`src/rtl/pixel_to_packed_row_bytes_top_macros.svh`:
```
// Assertion helpers shared by the packer blocks.
// Both expect a clock named clk and an active-high reset named rst in scope.
`ifndef PIXEL_TO_PACKED_ROW_BYTES_TOP_MACROS_SVH
`define PIXEL_TO_PACKED_ROW_BYTES_TOP_MACROS_SVH

// same-cycle implication
`define PPRB_ASSERT_NOW(label, ante, cons, msg) \
  label: assert property (@(posedge clk) disable iff (rst) (ante) |-> (cons)) \
    else $error(msg);

// next-cycle implication
`define PPRB_ASSERT_NEXT(label, ante, cons, msg) \
  label: assert property (@(posedge clk) disable iff (rst) (ante) |=> (cons)) \
    else $error(msg);

`endif

```
`src/rtl/pprb_pkg.sv`:
```
`timescale 1ns / 1ps
package pprb_pkg;

  localparam int CFG_IDX_W  = 2;
  localparam int CFG_DATA_W = 13;

  typedef logic [CFG_IDX_W-1:0]  cfg_idx_t;
  typedef logic [CFG_DATA_W-1:0] cfg_data_t;

  // register indexes
  localparam cfg_idx_t REG_DEPTH_MODE = 2'd0;
  localparam cfg_idx_t REG_ROW_WIDTH  = 2'd1;

  // depth codes
  localparam logic [2:0] DM_1BPP  = 3'd0;
  localparam logic [2:0] DM_4BPP  = 3'd1;
  localparam logic [2:0] DM_8BPP  = 3'd2;
  localparam logic [2:0] DM_16BPP = 3'd3;
  localparam logic [2:0] DM_24BPP = 3'd4;
  localparam logic [2:0] DM_32BPP = 3'd5;

  localparam logic [2:0]  DEPTH_RESET     = DM_8BPP;
  localparam logic [12:0] ROW_WIDTH_RESET = 13'd640;

  // bytes produced by one pixel, handed from packer to serializer
  typedef struct packed {
    logic [3:0][7:0] bytes;
    logic [2:0]      count;   // 0..4
    logic            rend;
  } grp_t;

endpackage

```
`src/rtl/pprb_if.sv`:
```
`timescale 1ns / 1ps
interface pprb_pix_if;
  logic        valid;
  logic        ready;
  logic [31:0] pixel;

  modport source (output valid, output pixel, input ready);
  modport sink   (input valid, input pixel, output ready);
endinterface

interface pprb_byte_if;
  logic       valid;
  logic       ready;
  logic [7:0] out_byte;
  logic       last_of_run;
  logic       row_end;

  modport source (output valid, output out_byte, output last_of_run, output row_end,
                  input ready);
  modport sink   (input valid, input out_byte, input last_of_run, input row_end,
                  output ready);
endinterface

```
`src/rtl/pixel_to_packed_row_bytes_top.sv`:
```
`timescale 1ns / 1ps
// Packs a stream of pixels into the bytes of a device bitmap row.
// pixels: one 32-bit pixel per beat, in row order (valid/ready).
// bytes:  one packed byte per beat with last_of_run (last byte from a pixel)
//         and row_end (last byte of the row's final pixel).
// wr_en/wr_index/wr_data: register 0 is depth_mode, 1 is row_width; a write to
//   either restarts the row. Write only while the block is idle.
// The first byte from a pixel is valid the cycle after that pixel's beat.
//   At 1, 4 and 8 bpp a pixel can be taken every cycle unless output stalls;
//   at 16, 24 and 32 bpp its 2, 3 or 4 bytes go out in turn on the single
//   byte output port. A 1 or 4 bpp pixel leaving its byte open yields no beat.
// A new pixel is taken in the same cycle the last byte of the previous one
//   is taken, so the stream runs without bubbles.
// If the receiver stalls, the current byte holds and no pixel is taken while
//   any byte of the held group is waiting, so pixels back up behind it.
// Reset (rst, synchronous): depth_mode 8 bpp, row_width 640, row restarts,
//   no byte pending.
module pixel_to_packed_row_bytes_top #(
  parameter int MAX_ROW_WIDTH = 4096
) (
  input  logic                clk,
  input  logic                rst,
  input  logic                wr_en,
  input  pprb_pkg::cfg_idx_t  wr_index,
  input  pprb_pkg::cfg_data_t wr_data,
  pprb_pix_if.sink            pixels,
  pprb_byte_if.source         bytes
);
  import pprb_pkg::*;

  grp_t grp;
  logic load_ready;
  logic take;

  assign pixels.ready = load_ready;
  assign take         = pixels.valid && load_ready;

  pprb_pack #(
    .MAX_ROW_WIDTH (MAX_ROW_WIDTH)
  ) u_pack (
    .clk      (clk),
    .rst      (rst),
    .wr_en    (wr_en),
    .wr_index (wr_index),
    .wr_data  (wr_data),
    .take     (take),
    .pixel    (pixels.pixel),
    .grp      (grp)
  );

  pprb_ser u_ser (
    .clk        (clk),
    .rst        (rst),
    .grp        (grp),
    .load       (take),
    .load_ready (load_ready),
    .bytes_o    (bytes)
  );

endmodule

```
`src/rtl/pprb_pack.sv`:
```
`timescale 1ns / 1ps
`include "pixel_to_packed_row_bytes_top_macros.svh"
module pprb_pack #(
  parameter int MAX_ROW_WIDTH = 4096
) (
  input  logic                clk,
  input  logic                rst,
  input  logic                wr_en,
  input  pprb_pkg::cfg_idx_t  wr_index,
  input  pprb_pkg::cfg_data_t wr_data,
  input  logic                take,
  input  logic [31:0]         pixel,
  output pprb_pkg::grp_t      grp
);
  import pprb_pkg::*;

  localparam int CW = $clog2(MAX_ROW_WIDTH);
  localparam int WW = (CW + 1 > CFG_DATA_W) ? CW + 1 : CFG_DATA_W;
  localparam logic [WW-1:0] MAXW = WW'(MAX_ROW_WIDTH);

  logic [2:0]    depth_mode;
  logic [12:0]   row_width;
  logic [7:0]    acc;
  logic [7:0]    acc_next;
  logic [CW-1:0] col;
  logic [CW-1:0] col_next;

  logic [WW-1:0] rw_ext;
  logic [WW-1:0] eff_w;
  logic [CW-1:0] wm1;
  logic          rend;
  logic [CW-1:0] c;
  logic [7:0]    bit_acc;
  logic [7:0]    emit;

  assign rw_ext = WW'(row_width);

  always_comb begin
    if (rw_ext == '0) begin
      eff_w = WW'(1);
    end else if (rw_ext > MAXW) begin
      eff_w = MAXW;
    end else begin
      eff_w = rw_ext;
    end
  end

  assign wm1  = CW'(eff_w - WW'(1));
  assign rend = (col >= wm1);
  assign c    = rend ? wm1 : col;

  // 1 bpp: start a fresh byte at each multiple of eight columns
  assign bit_acc = ((c[2:0] == 3'd0) ? 8'h00 : acc) | ({7'd0, pixel[0]} << (3'd7 - c[2:0]));

  always_comb begin
    acc_next  = acc;
    emit      = 8'h00;
    grp.bytes = {24'd0, 8'h00};
    grp.count = 3'd0;
    grp.rend  = rend;
    case (depth_mode)
      DM_1BPP: begin
        acc_next = bit_acc;
        if (c[2:0] == 3'd7 || rend) begin
          emit      = bit_acc;
          grp.count = 3'd1;
          acc_next  = 8'h00;
        end
        grp.bytes = {24'd0, emit};
      end
      DM_4BPP: begin
        if (!c[0]) begin
          acc_next = {pixel[3:0], 4'h0};
          if (rend) begin
            emit      = {pixel[3:0], 4'h0};
            grp.count = 3'd1;
          end
        end else begin
          emit      = {acc[7:4], pixel[3:0]};
          grp.count = 3'd1;
          acc_next  = 8'h00;
        end
        grp.bytes = {24'd0, emit};
      end
      DM_8BPP: begin
        grp.bytes = pixel;
        grp.count = 3'd1;
      end
      DM_16BPP: begin
        grp.bytes = pixel;
        grp.count = 3'd2;
      end
      DM_24BPP: begin
        grp.bytes = pixel;
        grp.count = 3'd3;
      end
      DM_32BPP: begin
        grp.bytes = pixel;
        grp.count = 3'd4;
      end
      default: begin
        acc_next = 8'h00;
      end
    endcase
    if (rend) begin
      acc_next = 8'h00;
    end
  end

  assign col_next = rend ? '0 : c + CW'(1);

  always_ff @(posedge clk) begin
    if (rst) begin
      depth_mode <= DEPTH_RESET;
      row_width  <= ROW_WIDTH_RESET;
      acc        <= 8'h00;
      col        <= '0;
    end else if (wr_en) begin
      if (wr_index == REG_DEPTH_MODE) begin
        depth_mode <= wr_data[2:0];
        acc        <= 8'h00;
        col        <= '0;
      end else if (wr_index == REG_ROW_WIDTH) begin
        row_width <= wr_data;
        acc       <= 8'h00;
        col       <= '0;
      end
    end else if (take) begin
      acc <= acc_next;
      col <= col_next;
    end
  end

  `PPRB_ASSERT_NEXT(a_col_in_row, 1'b1, col <= wm1, "column count ran past the row width")

endmodule

```
`src/rtl/pprb_ser.sv`:
```
`timescale 1ns / 1ps
`include "pixel_to_packed_row_bytes_top_macros.svh"
module pprb_ser (
  input  logic           clk,
  input  logic           rst,
  input  pprb_pkg::grp_t grp,
  input  logic           load,
  output logic           load_ready,
  pprb_byte_if.source    bytes_o
);
  import pprb_pkg::*;

  logic [3:0][7:0] bytes;
  logic [1:0]      idx;
  logic [1:0]      lastidx;
  logic            rend;
  logic            busy;
  logic            last;

  assign last       = (idx == lastidx);
  assign load_ready = !busy || (bytes_o.ready && last);

  assign bytes_o.valid       = busy;
  assign bytes_o.out_byte    = bytes[idx];
  assign bytes_o.last_of_run = last;
  assign bytes_o.row_end     = last && rend;

  always_ff @(posedge clk) begin
    if (rst) begin
      busy <= 1'b0;
      idx  <= 2'd0;
    end else if (load) begin
      busy <= (grp.count != 3'd0);
      idx  <= 2'd0;
    end else if (busy && bytes_o.ready) begin
      if (last) begin
        busy <= 1'b0;
      end else begin
        idx <= idx + 2'd1;
      end
    end
  end

  always_ff @(posedge clk) begin
    if (load) begin
      bytes   <= grp.bytes;
      lastidx <= 2'(grp.count - 3'd1);
      rend    <= grp.rend;
    end
  end

  `PPRB_ASSERT_NEXT(a_hold_on_stall, busy && !bytes_o.ready, busy && $stable(idx), "stalled beat moved")
  `PPRB_ASSERT_NOW(a_idx_bound, busy, idx <= lastidx, "byte index beyond the pixel's bytes")
  `PPRB_ASSERT_NEXT(a_drain, busy && bytes_o.ready && last && !load, !busy, "group not retired")

endmodule
```
`src/flat_wrapper.sv`:
```
// flat-port wrapper written by rule: the top's interface ports become plain ports
module pixel_to_packed_row_bytes_top_flat import pprb_pkg::*;
#(
  parameter int MAX_ROW_WIDTH = 4096
)
  (clk, rst, wr_en, wr_index, wr_data, pixels_valid, pixels_pixel, pixels_ready, bytes_valid, bytes_out_byte, bytes_last_of_run, bytes_row_end, bytes_ready);
  pprb_pix_if pixels_i ();
  pprb_byte_if bytes_i ();
  input  logic clk;
  input  logic rst;
  input  logic wr_en;
  input  pprb_pkg::cfg_idx_t wr_index;
  input  pprb_pkg::cfg_data_t wr_data;
  input wire logic [$bits(pixels_i.valid)-1:0] pixels_valid;
  input wire logic [$bits(pixels_i.pixel)-1:0] pixels_pixel;
  output wire logic [$bits(pixels_i.ready)-1:0] pixels_ready;
  output wire logic [$bits(bytes_i.valid)-1:0] bytes_valid;
  output wire logic [$bits(bytes_i.out_byte)-1:0] bytes_out_byte;
  output wire logic [$bits(bytes_i.last_of_run)-1:0] bytes_last_of_run;
  output wire logic [$bits(bytes_i.row_end)-1:0] bytes_row_end;
  input wire logic [$bits(bytes_i.ready)-1:0] bytes_ready;
  assign pixels_i.valid = pixels_valid;
  assign pixels_i.pixel = pixels_pixel;
  assign pixels_ready = pixels_i.ready;
  assign bytes_valid = bytes_i.valid;
  assign bytes_out_byte = bytes_i.out_byte;
  assign bytes_last_of_run = bytes_i.last_of_run;
  assign bytes_row_end = bytes_i.row_end;
  assign bytes_i.ready = bytes_ready;
  pixel_to_packed_row_bytes_top #(.MAX_ROW_WIDTH(MAX_ROW_WIDTH)) u_core (.clk(clk), .rst(rst), .wr_en(wr_en), .wr_index(wr_index), .wr_data(wr_data), .pixels(pixels_i), .bytes(bytes_i));
endmodule
```
`config.mk`:
```
export PLATFORM = sky130hd
export DESIGN_NAME = pixel_to_packed_row_bytes_top_flat
export DESIGN_NICKNAME = d
export VERILOG_FILES = /design/src/rtl/pprb_pkg.sv /design/src/rtl/pprb_if.sv /design/src/rtl/pixel_to_packed_row_bytes_top.sv /design/src/rtl/pprb_pack.sv /design/src/rtl/pprb_ser.sv /design/src/flat_wrapper.sv
export VERILOG_INCLUDE_DIRS = /design/src /design/src/rtl
export SDC_FILE = /design/constraint.sdc
export NUM_CORES = 1
export LEC_CHECK = 0
export BUFFER_PORTS_ARGS = -buffer_cell sky130_fd_sc_hd__buf_4
export CORE_MARGIN = 2
export CORE_UTILIZATION = 58
export DETAILED_ROUTE_END_ITERATION = 12
export PLACE_DENSITY = 0.8
export SLEW_MARGIN = 25
export SYNTH_ARGS = -nofsm -noshare
export SYNTH_HDL_FRONTEND = slang
export SYNTH_SLANG_ARGS = --single-unit
```
`constraint.sdc`:
```
create_clock -name clk -period 6.2 [get_ports clk]
set_clock_uncertainty 0.05 [all_clocks]
set_input_delay 0.31 -clock clk [delete_from_list [all_inputs] [get_ports clk]]
set_output_delay 0.31 -clock clk [all_outputs]
set_load 0.02 [all_outputs]
```
---- Word level (Yosys, flattened, before mapping) ----
Index checks and enable logic that the tools add are counted.
storage, ports and cells
  word-level logic and storage cells ...... 86
  memories ................................ 0
  register bits ........................... 74
  input bits .............................. 52
  bits in latches ......................... 0
  memory bits (writable) .................. 0
  output and inout bits ................... 12
  bits in read-only memories .............. 0
operators by class
  divide/modulo/power cells ............... 0
  mux-type cells .......................... 29
  shifts and indexed selects .............. 1
  bitwise logic cells ..................... 3
  equality and inequality tests ........... 10
  reduce and logical (&&, ||, !) cells .... 23
  magnitude comparators ................... 3
  multiply operators ...................... 0
  add/subtract/negate cells ............... 5
operators by type and width
  kind                   count
  $pmux 35 s6            1
  $mux 12                8
  $mux 8                 12
  $pmux 8 s3             1
  $bmux 8 s2             1
  $gt 13x13->1 const B   1
  $logic_not 13->1       1
  $add 12x1->12 const B  1
  $ge 12x12->1           1
  $sub 12x1->12 const B  1
  $eq 3x3->1 const B     3
  $or 8x8->8             1
  $reduce_and 2->1       4
  $shl 1x3->8            1
  $eq 3x2->1 const B     2
  $logic_not 3->1        2
  $ne 3x1->1 const B     2
  $reduce_and 3->1       2
  $reduce_bool 2->1      3
  $mux 1                 5
  $logic_and 1x1->1      4
  $reduce_or 4->1        1
  $eq 3x1->1 const B     1
  $lt 2x3->1 const B     1
  other kinds (12)       14

---- Longest topological paths before layout ----
Gate-level depths: netlist (run 1).
  word-level depth ........................ 14
  mapped depth ............................ 29
  gate-level depth less buffers ........... 26

---- Cells and area by module ----
From an unflattened synthesis (run 1), not the netlist that was laid out.
second synthesis, totals
  cells, all modules ...................... 458
  area total of the unflattened synthesis .. 4,369.2 um^2
modules (own cells, without submodules)
  module                         instances  area each (um^2)  cells each  seq. area each (um^2)
  pprb_pack                      1          2,900.3           387         720.7
  pprb_ser                       1          1,462.7           70          1,111.1
  pixel_to_packed_row_bytes_top  1          6.3               1           0.0

---- Least setup slack after synthesis (run 1) ----
No wires, ideal clock.
  path type ............................... register -> register
  start point ............................. reg u_core.u_pack.row_width[2]
  end point ............................... reg u_core.u_ser.busy, in the netlist u_core.u_ser.bytes_o.valid
  data arrival time ....................... 5.116 ns
  stages on the path, launching flop included .. 24
  data required time ...................... 6.018 ns
  path slack .............................. 0.902 ns
  cell sequence ........................... dfxtp_1 -> or3_4 -> o41ai_4 -> inv_4 -> ha_1 -> clkbuf_1 -> xnor2_1 -> ha_1 -> a211o_1 -> a31oi_1 -> o311ai_1 -> a211oi_1 -> a21o_2 -> inv_1 -> ha_1 -> ha_1 -> inv_1 -> o2111a_1 -> nor2_1 -> o21ai_0 -> ha_1 -> o21ai_0 -> nand2_1 -> a21oi_1
on the way
  word-level cells in the longest chain between the ends .. 12
  elaborated cells between the ends (all ways) .. 15
  classes of those cells .................. add/sub (1); order compare (2); eq/ne (1); mux (8); reduce/logical (3)
RTL lines
  item                      line              source
  start: declaration        pprb_pack.sv:22   logic [12:0] row_width;
  start signal: assignment  pprb_pack.sv:124  row_width <= wr_data;
  $gt 13x13->1              pprb_pack.sv:41   end else if (rw_ext > MAXW) begin
  $mux 12                   pprb_pack.sv:41
  $mux 12 (*)               pprb_pack.sv:39   if (rw_ext == '0) begin
  $sub 12x1->12 (*)         pprb_pack.sv:48   assign wm1 = CW'(eff_w - WW'(1));
  $ge 12x12->1              pprb_pack.sv:49   assign rend = (col >= wm1);
  $mux 12                   pprb_pack.sv:50   assign c = rend ? wm1 : col;
  $eq 3x3->1                pprb_pack.sv:64   if (c[2:0] == 3'd7 || rend) begin
  $logic_or 1x1->1          pprb_pack.sv:64
  $mux 1                    pprb_pack.sv:64
  $pmux 35 s6 (*)           pprb_pack.sv:61   case (depth_mode)
  $reduce_bool 3->1 (*)     pprb_ser.sv:33    busy <= (grp.count != 3'd0);
  $mux 1 (*)                pprb_ser.sv:32    end else if (load) begin
  end signal: assignment    pprb_ser.sv:33
  end: declaration          pprb_ser.sv:17    logic busy;
Every way passes the cells marked *; elsewhere a longest branch is shown, timed or not.
A chain may end at the register's enable or synchronous reset.

==> flow_summary.json, run 1 <==
{
  "end_kind": "flip-flop",
  "htree_num_levels": 3,
  "ir_worst_vdd_mv": 0.145,
  "vias_per_cell": 6.37,
  "async_reset_ff_share_pct": 0,
  "hold_buffers": 0,
  "powerDensity_nw_per_um2": 224,
  "worstSetupPathType": "flip-flop to flip-flop",
  "drt_iter0_markers": 303,
  "worstRegToRegCells": 23,
  "layoutNonFillerInstCount": 668,
  "clock_latency_ns": 0.35,
  "overflow": 0,
  "critPathLaunchType": "flip-flop",
  "grt_max_degree": 39,
  "r2r-start": "u_core.u_pack.row_width[8]$_SDFFE_PP0P_",
  "ys_seq_area_share_pct": 39.5,
  "diodes": 0,
  "ctsRootBufferMaster": "clkbuf_8",
  "worstSetupStartpoint": "u_core.u_pack.row_width[8]$_SDFFE_PP0P_",
  "worstPathRequired_ns": 6.30,
  "num_vias": 4258,
  "status": "complete, no violations",
  "synthMostInstantiatedCell": "nand2_1",
  "drv_slew": 0,
  "worstHoldPathType": "input port to flip-flop",
  "post-dp-hpwl_microns": 9050,
  "clk_path_buf_depth": 2,
  "ant_nets": 0,
  "yosysTopAreaCell": "edfxtp_1",
  "io_buffers": 63,
  "first_global_vias": 3977,
  "synth_seq_cells": 74,
  "synth_cell_types": 77,
  "start_util_pct": 60.0,
  "max_cap_violations": 0,
  "cts_buffers": 9,
  "syn_inst": 509,
  "ys_top_cells_by_area": "edfxtp_1 (23%), dfxtp_1 (17%), nand2_1 (5.2%)",
  "syn-num-nets": 579,
  "tightest_slew_ns": 0.780,
  "die_h_microns": 93.4,
  "max_clock_freq_ghz": 0.174,
  "rsz0062_at_grt": "no",
  "setup_tns_ns": 0,
  "dpl.cell_count": 652,
  "slowest_delay_ns": 0.64,
  "synth_area_sq_um": 4640,
  "clock_sinks": 74,
  "path_cells": "nor4_4, nand3b_2, o41ai_4, buf_4, inv_4, ha_1, nor2b_1, a31oi_1, o21ai_0, ha_1, nand4_1, o311ai_1, a21oi_4, inv_2, buf_4, nor2_1, a21oi_1, ha_1, ha_1, nand3_1, mux2i_1, o21ai_0, a31oi_1",
  "synthTopCellsByCount": "nand2_1 (64), dfxtp_1 (39), edfxtp_1 (35), nor2_1 (34), a21oi_1 (33)",
  "crit_end": "u_core.u_ser.bytes[4]$_DFFE_PP_",
  "die_x_microns": 93.4,
  "track_usage_pct": 29.3,
  "wire_per_inst_microns": 18.5,
  "cts_resized": 0,
  "layout.nets": 631,
  "setup_violations": 0,
  "period_share_pct": 92.7,
  "synth_top_area_share_pct": 22.7,
  "synth_ff_type": "dfxtp_1",
  "fin_crit_ns": 5.75,
  "slew_headroom_pct": 48.0,
  "crit_path_frequent_cell": "ha_1",
  "firstDrtPassIters": 5,
  "p_leak_nw": 2.09,
  "drive_above_1_share_pct": 20.0,
  "rows": 32,
  "antenna_found_initial": 0,
  "gp_congestion": 0.939,
  "drt_wl_total_microns": 12300,
  "syn_avg_cell_area_sq_um": 9.11,
  "crit_arrival_ns": 5.85,
  "die_area_sq_um": 8730,
  "reg2reg_to": "u_core.u_ser.bytes[4]$_DFFE_PP_",
  "clkTransAtPathRegs_ns": 0.09,
  "ioPinCount": 64,
  "reg2reg_setup_slack_ns": 0.45,
  "synth_enable_flop_cells": 35,
  "cts_setup_buffers": 0,
  "ys_warn_count": 0,
  "critPathMaxFanout": 15,
  "cts_tree": "done",
  "grt_pass1_wl_microns": 20000,
  "final-hold-violation-count": 0,
  "drc": 0,
  "cp_slowest_cell": "o311ai_1",
  "core_area_sq_um": 7730,
  "syn_to_final_growth_pct": 16.0
}
## layout make-up
| type | count | area [sq um] |
|---|---|---|
| clock buffers | 10 | 128 |
| repair buffers | 70 | 526 |
| fillers | 606 | 2350 |
| clock inverters | 6 | 90.1 |
| inverters | 26 | 100 |
| multi-input cells | 380 | 2580 |
| well taps | 102 | 128 |
| flip-flops and latches | 74 | 1830 |
## layout by cell type (no fill, tap or decap), types with 3 or more instances in the layout
cell type  instances
a31oi_1            9
o2111ai_1          4
a311oi_1           4
xor2_1             4
nand2b_1           4
edfxtp_1          35
nor4_1             3
a21oi_1           33
or3_1              7
mux2_2             3
o21ai_0           19
xnor2_1            3
nor2b_1            4
o32ai_1            3
o21a_1             4
dfxtp_1           39
a221oi_1           3
mux2i_1            9
ha_1              18
nand4_1            6
mux4_2             8
a22oi_1           10
clkbuf_8           9
inv_1             23
a211oi_1           4
nor3_1            14
and2_1             5
and3_1            28
nand3_1           23
nor2_1            34
o211ai_1           8
nand2_1           64
buf_4             70
## state kept, by name, indices dropped and copies added (netlist names)
register,flops
u_core.u_ser.bytes,32
u_core.u_pack.row_width,13
u_core.u_pack.col,12
u_core.u_pack.acc,8
u_core.u_pack.depth_mode,3
u_core.u_ser.idx,2
u_core.u_ser.lastidx,2
u_core.u_ser.bytes_o.valid,1
u_core.u_ser.rend,1
## logic make-up (layout without fill, tap and decap cells)
kind of cell | count (synthesis) | in the layout | synth area share [%]
adders and majority gates | 18 | 18 | 4.86
DFF | 74 | 74 | 39.5
AOI/OAI and AO/OA | 129 | 129 | 20.1
and+or+nand+nor | 206 | 206 | 22.5
muxes | 20 | 20 | 6.56
xor gates and xnor gates | 7 | 7 | 1.32
buffers and inverters | 55 | 112 | 5.15
## per-stage QoR
step	util [%]	setup slack [ns]	area, sq um	power, W	hold slack, ns
after CTS	69.6	0.565	5380	0.00121	0.114
after global routing	69.6	0.0691	5380	0.00126	0.133
after floorplan	-	0.902	4640	0.000715	0.384
final	69.6	0.454	5380	0.00121	0.116
after global placement	66.8	0.735	5160	0.000792	0.401
after detailed placement	66.8	0.596	5160	0.000800	0.405
## critical path, delay by kind of cell, from the launching register on
kind / cells / cell delay (ns)
compound gates: 8 / 1.85
fa+ha+maj: 4 / 1.07
simple gates: 6 / 0.96
buf+inv: 4 / 0.81
mux: 1 / 0.40
flops: 1 / 0.38
## worst min path at each step
stage | startpoint | depth (start not counted) | to | slack [ns]
2_1_floorplan | wr_data[7] | 2 | u_core.u_pack.row_width[7]$_SDFFE_PP1P_ | 0.38
3_3_place_gp | u_core.u_pack.acc[0]$_SDFFE_PP0P_ | 2 | u_core.u_pack.acc[0]$_SDFFE_PP0P_ | 0.40
3_5_place_dp | u_core.u_pack.acc[3]$_SDFFE_PP0P_ | 2 | u_core.u_pack.acc[3]$_SDFFE_PP0P_ | 0.40
4_1_cts | wr_data[7] | 3 | u_core.u_pack.row_width[7]$_SDFFE_PP1P_ | 0.11
5_1_grt | wr_data[9] | 3 | u_core.u_pack.row_width[9]$_SDFFE_PP1P_ | 0.13
6_report | wr_data[7] | 3 | u_core.u_pack.row_width[7]$_SDFFE_PP1P_ | 0.12
## metal layers
layer  vias up  track usage (%)  part of all wire (%)
met5         -                0                     0
met4         0             6.74                   1.3
met3        13             6.77                   8.1
met2       188             45.7                    46
met1      2036             41.7                    45
li1       2021                -                     -
## report_power, final
group	switching, W	leakage, nW	internal (W)
Combinational	0.000123	1.32	0.0000954
Sequential	0.0000219	0.660	0.000551
Clock	0.000189	0.107	0.000228
No activity file was read; power rests on OpenSTA's default activity.
==> run 2: changes to the inputs <==
==> constraint.sdc (replaced) <==
create_clock -name clk -period 6.2 [get_ports clk]
set_clock_uncertainty 0.05 [all_clocks]
set_input_delay 0 -clock clk [delete_from_list [all_inputs] [get_ports clk]]
set_output_delay 0 -clock clk [all_outputs]
set_load 0.02 [all_outputs]
==> flow_summary.json, run 2 (same netlist as run 1, synthesis figures left out) <==
{
  "swShare_pct": 27.9,
  "powerDensity_nw_per_um2": 211,
  "first_global_vias": 4280,
  "clk_path_buf_depth": 2,
  "core_area_sq_um": 7730,
  "ant_nets": 0,
  "final-hold-violation-count": 0,
  "cp_slowest_cell": "dlygate4sd3_1",
  "layout.nets": 676,
  "p_leak_nw": 2.32,
  "gp_congestion": 0.939,
  "crit_path_frequent_cell": "ha_1",
  "fin_crit_ns": 5.83,
  "pwr-share-comb_pct": 19.9,
  "grt_pass1_wl_microns": 21400,
  "clock_sinks": 74,
  "grt_max_degree": 39,
  "clkTransAtPathRegs_ns": 0.08,
  "vias_per_cell": 6.20,
  "cts_buffers": 9,
  "track_usage_pct": 31.4,
  "htree_num_levels": 3,
  "slew_headroom_pct": 48.0,
  "start_util_pct": 60.0,
  "design_area_sq_um": 5870,
  "setup_violations": 0,
  "die_h_microns": 93.4,
  "switchingPower_w": 0.000347,
  "setup_tns_ns": 0,
  "largest_reg_flops": 32,
  "worstPathRequired_ns": 6.44,
  "overflow": 0,
  "period_share_pct": 94.1,
  "diodes": 0,
  "die_x_microns": 93.4,
  "critPathLaunchType": "flip-flop",
  "clock_latency_ns": 0.35,
  "crit_family": "compound AO/OA/AOI/OAI gates",
  "drt_iter0_markers": 346,
  "syn_to_final_growth_pct": 26.5,
  "crit_arrival_ns": 6.07,
  "tightest_slew_ns": 0.779,
  "end_kind": "flip-flop",
  "num_vias": 4423,
  "firstDrtPassIters": 5,
  "drt_wl_total_microns": 13400,
  "placed_cell_area_sq_um": 5160,
  "rsz0062_at_grt": "no",
  "wire_per_inst_microns": 18.8,
  "mostFrequentLayoutCells": "buf_4 (71), nand2_1 (64), dlygate4sd3_1 (44)",
  "path_buf_inv": 6,
  "slowest_delay_ns": 0.56,
  "max_clock_freq_ghz": 0.171,
  "post-dp-hpwl_microns": 9050,
  "status": "complete, no violations",
  "worstHoldPathType": "input port to flip-flop",
  "p_clk_share_pct": 33.9,
  "max_cap_violations": 0,
  "drive_above_1_share_pct": 19.3,
  "ctsRootBufferMaster": "clkbuf_8",
  "largest-register": "u_core.u_ser.bytes",
  "critPathMaxFanout": 15,
  "die_area_sq_um": 8730,
  "worstSetupPathType": "flip-flop to flip-flop",
  "cts_tree": "done",
  "ir_worst_vdd_mv": 0.140,
  "drv_slew": 0,
  "internal_power_w": 0.000894,
  "p_seq_share_pct": 46.2,
  "io_buffers": 63,
  "drc": 0,
  "ioPinCount": 64,
  "rows": 32,
  "antenna_found_initial": 0,
  "largestRegisters": "u_core.u_ser.bytes (32), u_core.u_pack.row_width (13), u_core.u_pack.col (12)",
  "final_common_cell": "buf_4"
}
## run 2: path summary, 6_finish.rpt
path	start	endpoint	slack, ns	depth (start not counted)
worst min-delay path	pixels_pixel[7]	u_core.u_ser.bytes[7]$_DFFE_PP_	0.02	3
worst min register to register	u_core.u_pack.acc[3]$_SDFFE_PP0P_	u_core.u_pack.acc[3]$_SDFFE_PP0P_	0.42	2
worst max register to register	u_core.u_pack.row_width[8]$_SDFFE_PP0P_	u_core.u_ser.bytes_o.valid$_SDFFE_PP0P_	0.37	28
worst max-delay path	u_core.u_pack.row_width[8]$_SDFFE_PP0P_	u_core.u_ser.bytes_o.valid$_SDFFE_PP0P_	0.37	28
## run 2: metrics by stage
| step | hold slack, ns | power, W | utilization (%) | instances | setup slack [ns] |
|---|---|---|---|---|---|
| finish | 0.0173 | 0.00124 | 76.0 | 713 | 0.368 |
| floorplan | 0.0741 | 0.000715 | - | 509 | 0.902 |
| global route | 0.00597 | 0.00129 | 76.0 | 713 | 0.00159 |
| detailed placement | 0.172 | 0.000800 | 66.8 | 652 | 0.596 |
| CTS | 0.00622 | 0.00124 | 75.3 | 712 | 0.0644 |
| global placement | 0.160 | 0.000792 | 66.8 | 652 | 0.735 |
## run 2: worst register-to-register path, delay by kind of cell, from the launching register on
family	cells	cell delay (ns)
AOI/OAI and AO/OA	10	1.67
buffers and inverters	6	1.36
adders and majority gates	5	1.25
DFF	1	0.37
and+or+nand+nor	7	1.09
## run 2: timing repair
item                                    CTS  global route
endpoints found under the setup margin    0             1
resized for setup                         0             9
endpoints found under the hold margin    46             0
hold buffers                             44             0
setup buffers                             0             1
## run 2: layout make-up
| cell class | instances | area (sq um) |
|---|---|---|
| Timing Repair Buffer | 115 | 973 |
| Clock buffer | 10 | 128 |
| Multi-Input combinational cell | 380 | 2620 |
| Fill cell | 536 | 1860 |
| Clock inverter | 6 | 90.1 |
| Inverter | 26 | 103 |
| Sequential cell | 74 | 1830 |
| Tap cell | 102 | 128 |
## run 2: metal layers
layer  GRT usage, %  routed length, microns  up-vias
met5              0                       0        -
met4           8.58                     196        0
met3           5.96                    1020       19
met2           51.1                    6390      197
met1           43.0                    5760     2086
li1               -                       -     2121
## run 2: power by group through the flow
stage                     logic [W]  registers [W]  clock network [W]
after floorplan            0.000141       0.000574                  0
after global placement     0.000211       0.000581                  0
after detailed placement   0.000216       0.000584                  0
after CTS                  0.000239       0.000572           0.000425
after global routing       0.000268       0.000577           0.000448
final                      0.000247       0.000573           0.000421
==> run 3: changes to the inputs <==
- CORE_UTILIZATION: 58 -> 32
- PLACE_DENSITY: 0.8 -> default
==> flow_summary.json, run 3 (same netlist as run 1, synthesis figures left out) <==
{
  "status": "complete, no violations",
  "setup_tns_ns": 0,
  "fin_crit_ns": 5.80,
  "firstDrtPassIters": 5,
  "hold_depth": 3,
  "multi_input_area_sq_um": 2620,
  "placed_cell_area_sq_um": 5250,
  "drt_iter0_markers": 497,
  "num_vias": 4367,
  "num-fill-cells": 1306,
  "setup_violations": 0,
  "diodes": 0,
  "p_leak_nw": 2.36,
  "drc": 0,
  "end_kind": "flip-flop",
  "die_area_sq_um": 15500,
  "layout.nets": 674,
  "hold_path_startpoint": "wr_index[1]",
  "final_common_cell": "buf_4",
  "htree_num_levels": 3,
  "crit_arrival_ns": 6.03,
  "track_usage_pct": 17.0,
  "finalWorstSetupSlack_ns": 0.403,
  "drv_slew": 0,
  "reg2reg_setup_slack_ns": 0.40,
  "cts_tree": "done",
  "max_cap_violations": 0,
  "final-hold-violation-count": 0,
  "largestRegisters": "u_core.u_ser.bytes (32), u_core.u_pack.row_width (13), u_core.u_pack.col (12)",
  "drive_above_1_share_pct": 19.7,
  "overflow": 0,
  "powerDensity_nw_per_um2": 229,
  "r2r-start": "u_core.u_pack.row_width[2]$_SDFFE_PP0P_",
  "die_h_microns": 124,
  "largest_reg_flops": 32,
  "mostFrequentLayoutCells": "buf_4 (69), nand2_1 (64), dlygate4sd3_1 (44)",
  "critPathMaxFanout": 19,
  "fin_util_pct": 43.1,
  "worstRegToRegCells": 27,
  "place_ws_ns": 0.607,
  "first_global_vias": 4302,
  "holdPathEnd": "u_core.u_pack.depth_mode[1]$_SDFFE_PP1P_",
  "ioPinCount": 64,
  "worstSetupPathType": "flip-flop to flip-flop",
  "rows": 43,
  "core_area_sq_um": 14000,
  "period_share_pct": 93.5,
  "crit_path_frequent_cell": "ha_1",
  "gp_congestion": 0.955,
  "syn_to_final_growth_pct": 30.6,
  "tightest_slew_ns": 0.774,
  "design_area_sq_um": 6060,
  "clock_latency_ns": 0.34,
  "cts_buffers": 9,
  "cp_slowest_cell": "dlygate4sd3_1",
  "die_x_microns": 124,
  "drt_wl_total_microns": 13400,
  "ctsRootBufferMaster": "clkbuf_16",
  "clock_sinks": 74,
  "ir_worst_vdd_mv": 0.119,
  "start_util_pct": 33.0,
  "grt_pass1_wl_microns": 21500,
  "slew_headroom_pct": 48.1,
  "clk_path_buf_depth": 2,
  "critPathLaunchType": "flip-flop",
  "area.sequential_sq_um": 1830,
  "worstHoldPathType": "input port to flip-flop",
  "largest-register": "u_core.u_ser.bytes",
  "post-dp-hpwl_microns": 9450,
  "vias_per_cell": 5.53,
  "rsz0062_at_grt": "no",
  "grt_max_degree": 40,
  "max_clock_freq_ghz": 0.173,
  "io_buffers": 63,
  "wire_per_inst_microns": 16.9,
  "clkTransAtPathRegs_ns": 0.06,
  "slowest_delay_ns": 0.55,
  "ant_nets": 0,
  "antenna_found_initial": 0,
  "worstPathRequired_ns": 6.43,
  "reg2reg_to": "u_core.u_ser.bytes_o.valid$_SDFFE_PP0P_"
}
run 3: stage by stage:
step	hold slack [ns]	total power [W]	instances
floorplan	0.0741	0.000715	509
global placement	0.164	0.000795	729
detailed placement	0.163	0.000801	729
CTS	0.0144	0.00139	789
global route	0.0531	0.00144	789
finish	0.0130	0.00139	789
run 3: report_power, final:
| group | total [W] | internal (W) | switching, W |
|---|---|---|---|
| registers | 0.000573 | 0.000552 | 0.0000218 |
| logic | 0.000244 | 0.000114 | 0.000130 |
| clock network | 0.000572 | 0.000356 | 0.000216 |
run 3: critical path, delay by kind of cell (launching register included):
family / cells / cell delay (ns)
AOI/OAI and AO/OA: 10 / 1.67
adders and majority gates: 5 / 1.22
buffers and inverters: 6 / 1.39
DFF: 1 / 0.35
and+or+nand+nor: 6 / 1.05
run 3: routing by layer:
layer | routed length, microns | share of wire (%) | GRT usage, % | up-vias
met5 | 0 | 0 | 0 | -
met4 | 187 | 1.4 | 5.09 | 0
met3 | 719 | 5.4 | 3.52 | 13
met2 | 6380 | 48 | 28.5 | 127
met1 | 6080 | 46 | 22.1 | 2116
li1 | - | - | - | 2111
run 3: worst max-delay path by stage:
stage | cells after the start | end | from
finish | 27 | u_core.u_ser.bytes_o.valid$_SDFFE_PP0P_ | u_core.u_pack.row_width[2]$_SDFFE_PP0P_
global placement | 25 | u_core.u_ser.lastidx[1]$_DFFE_PP_ | u_core.u_pack.row_width[8]$_SDFFE_PP0P_
CTS | 26 | u_core.u_ser.bytes_o.valid$_SDFFE_PP0P_ | u_core.u_pack.row_width[2]$_SDFFE_PP0P_
global route | 28 | u_core.u_ser.bytes_o.valid$_SDFFE_PP0P_ | u_core.u_pack.row_width[8]$_SDFFE_PP0P_
floorplan | 23 | u_core.u_ser.bytes_o.valid$_SDFFE_PP0P_ | u_core.u_pack.row_width[2]$_SDFFE_PP0P_
detailed placement | 22 | u_core.u_ser.bytes[4]$_DFFE_PP_ | u_core.u_pack.row_width[2]$_SDFFE_PP0P_
run 3: cell type report:
type / count / share of cell area, %
Clock inverter: 7 / 1.63
Clock buffer: 9 / 3.72
Timing Repair Buffer: 113 / 15.8
Sequential cell: 74 / 30.3
Tap cell: 180 / 3.72
Inverter: 26 / 1.65
Multi-Input combinational cell: 380 / 43.2
run 3: what timing repair did:
action                                  CTS  global route
hold buffers                             44             0
endpoints found under the hold margin    46             0
endpoints found under the setup margin    0             1
setup buffers                             0             0
resized for setup                         0             8
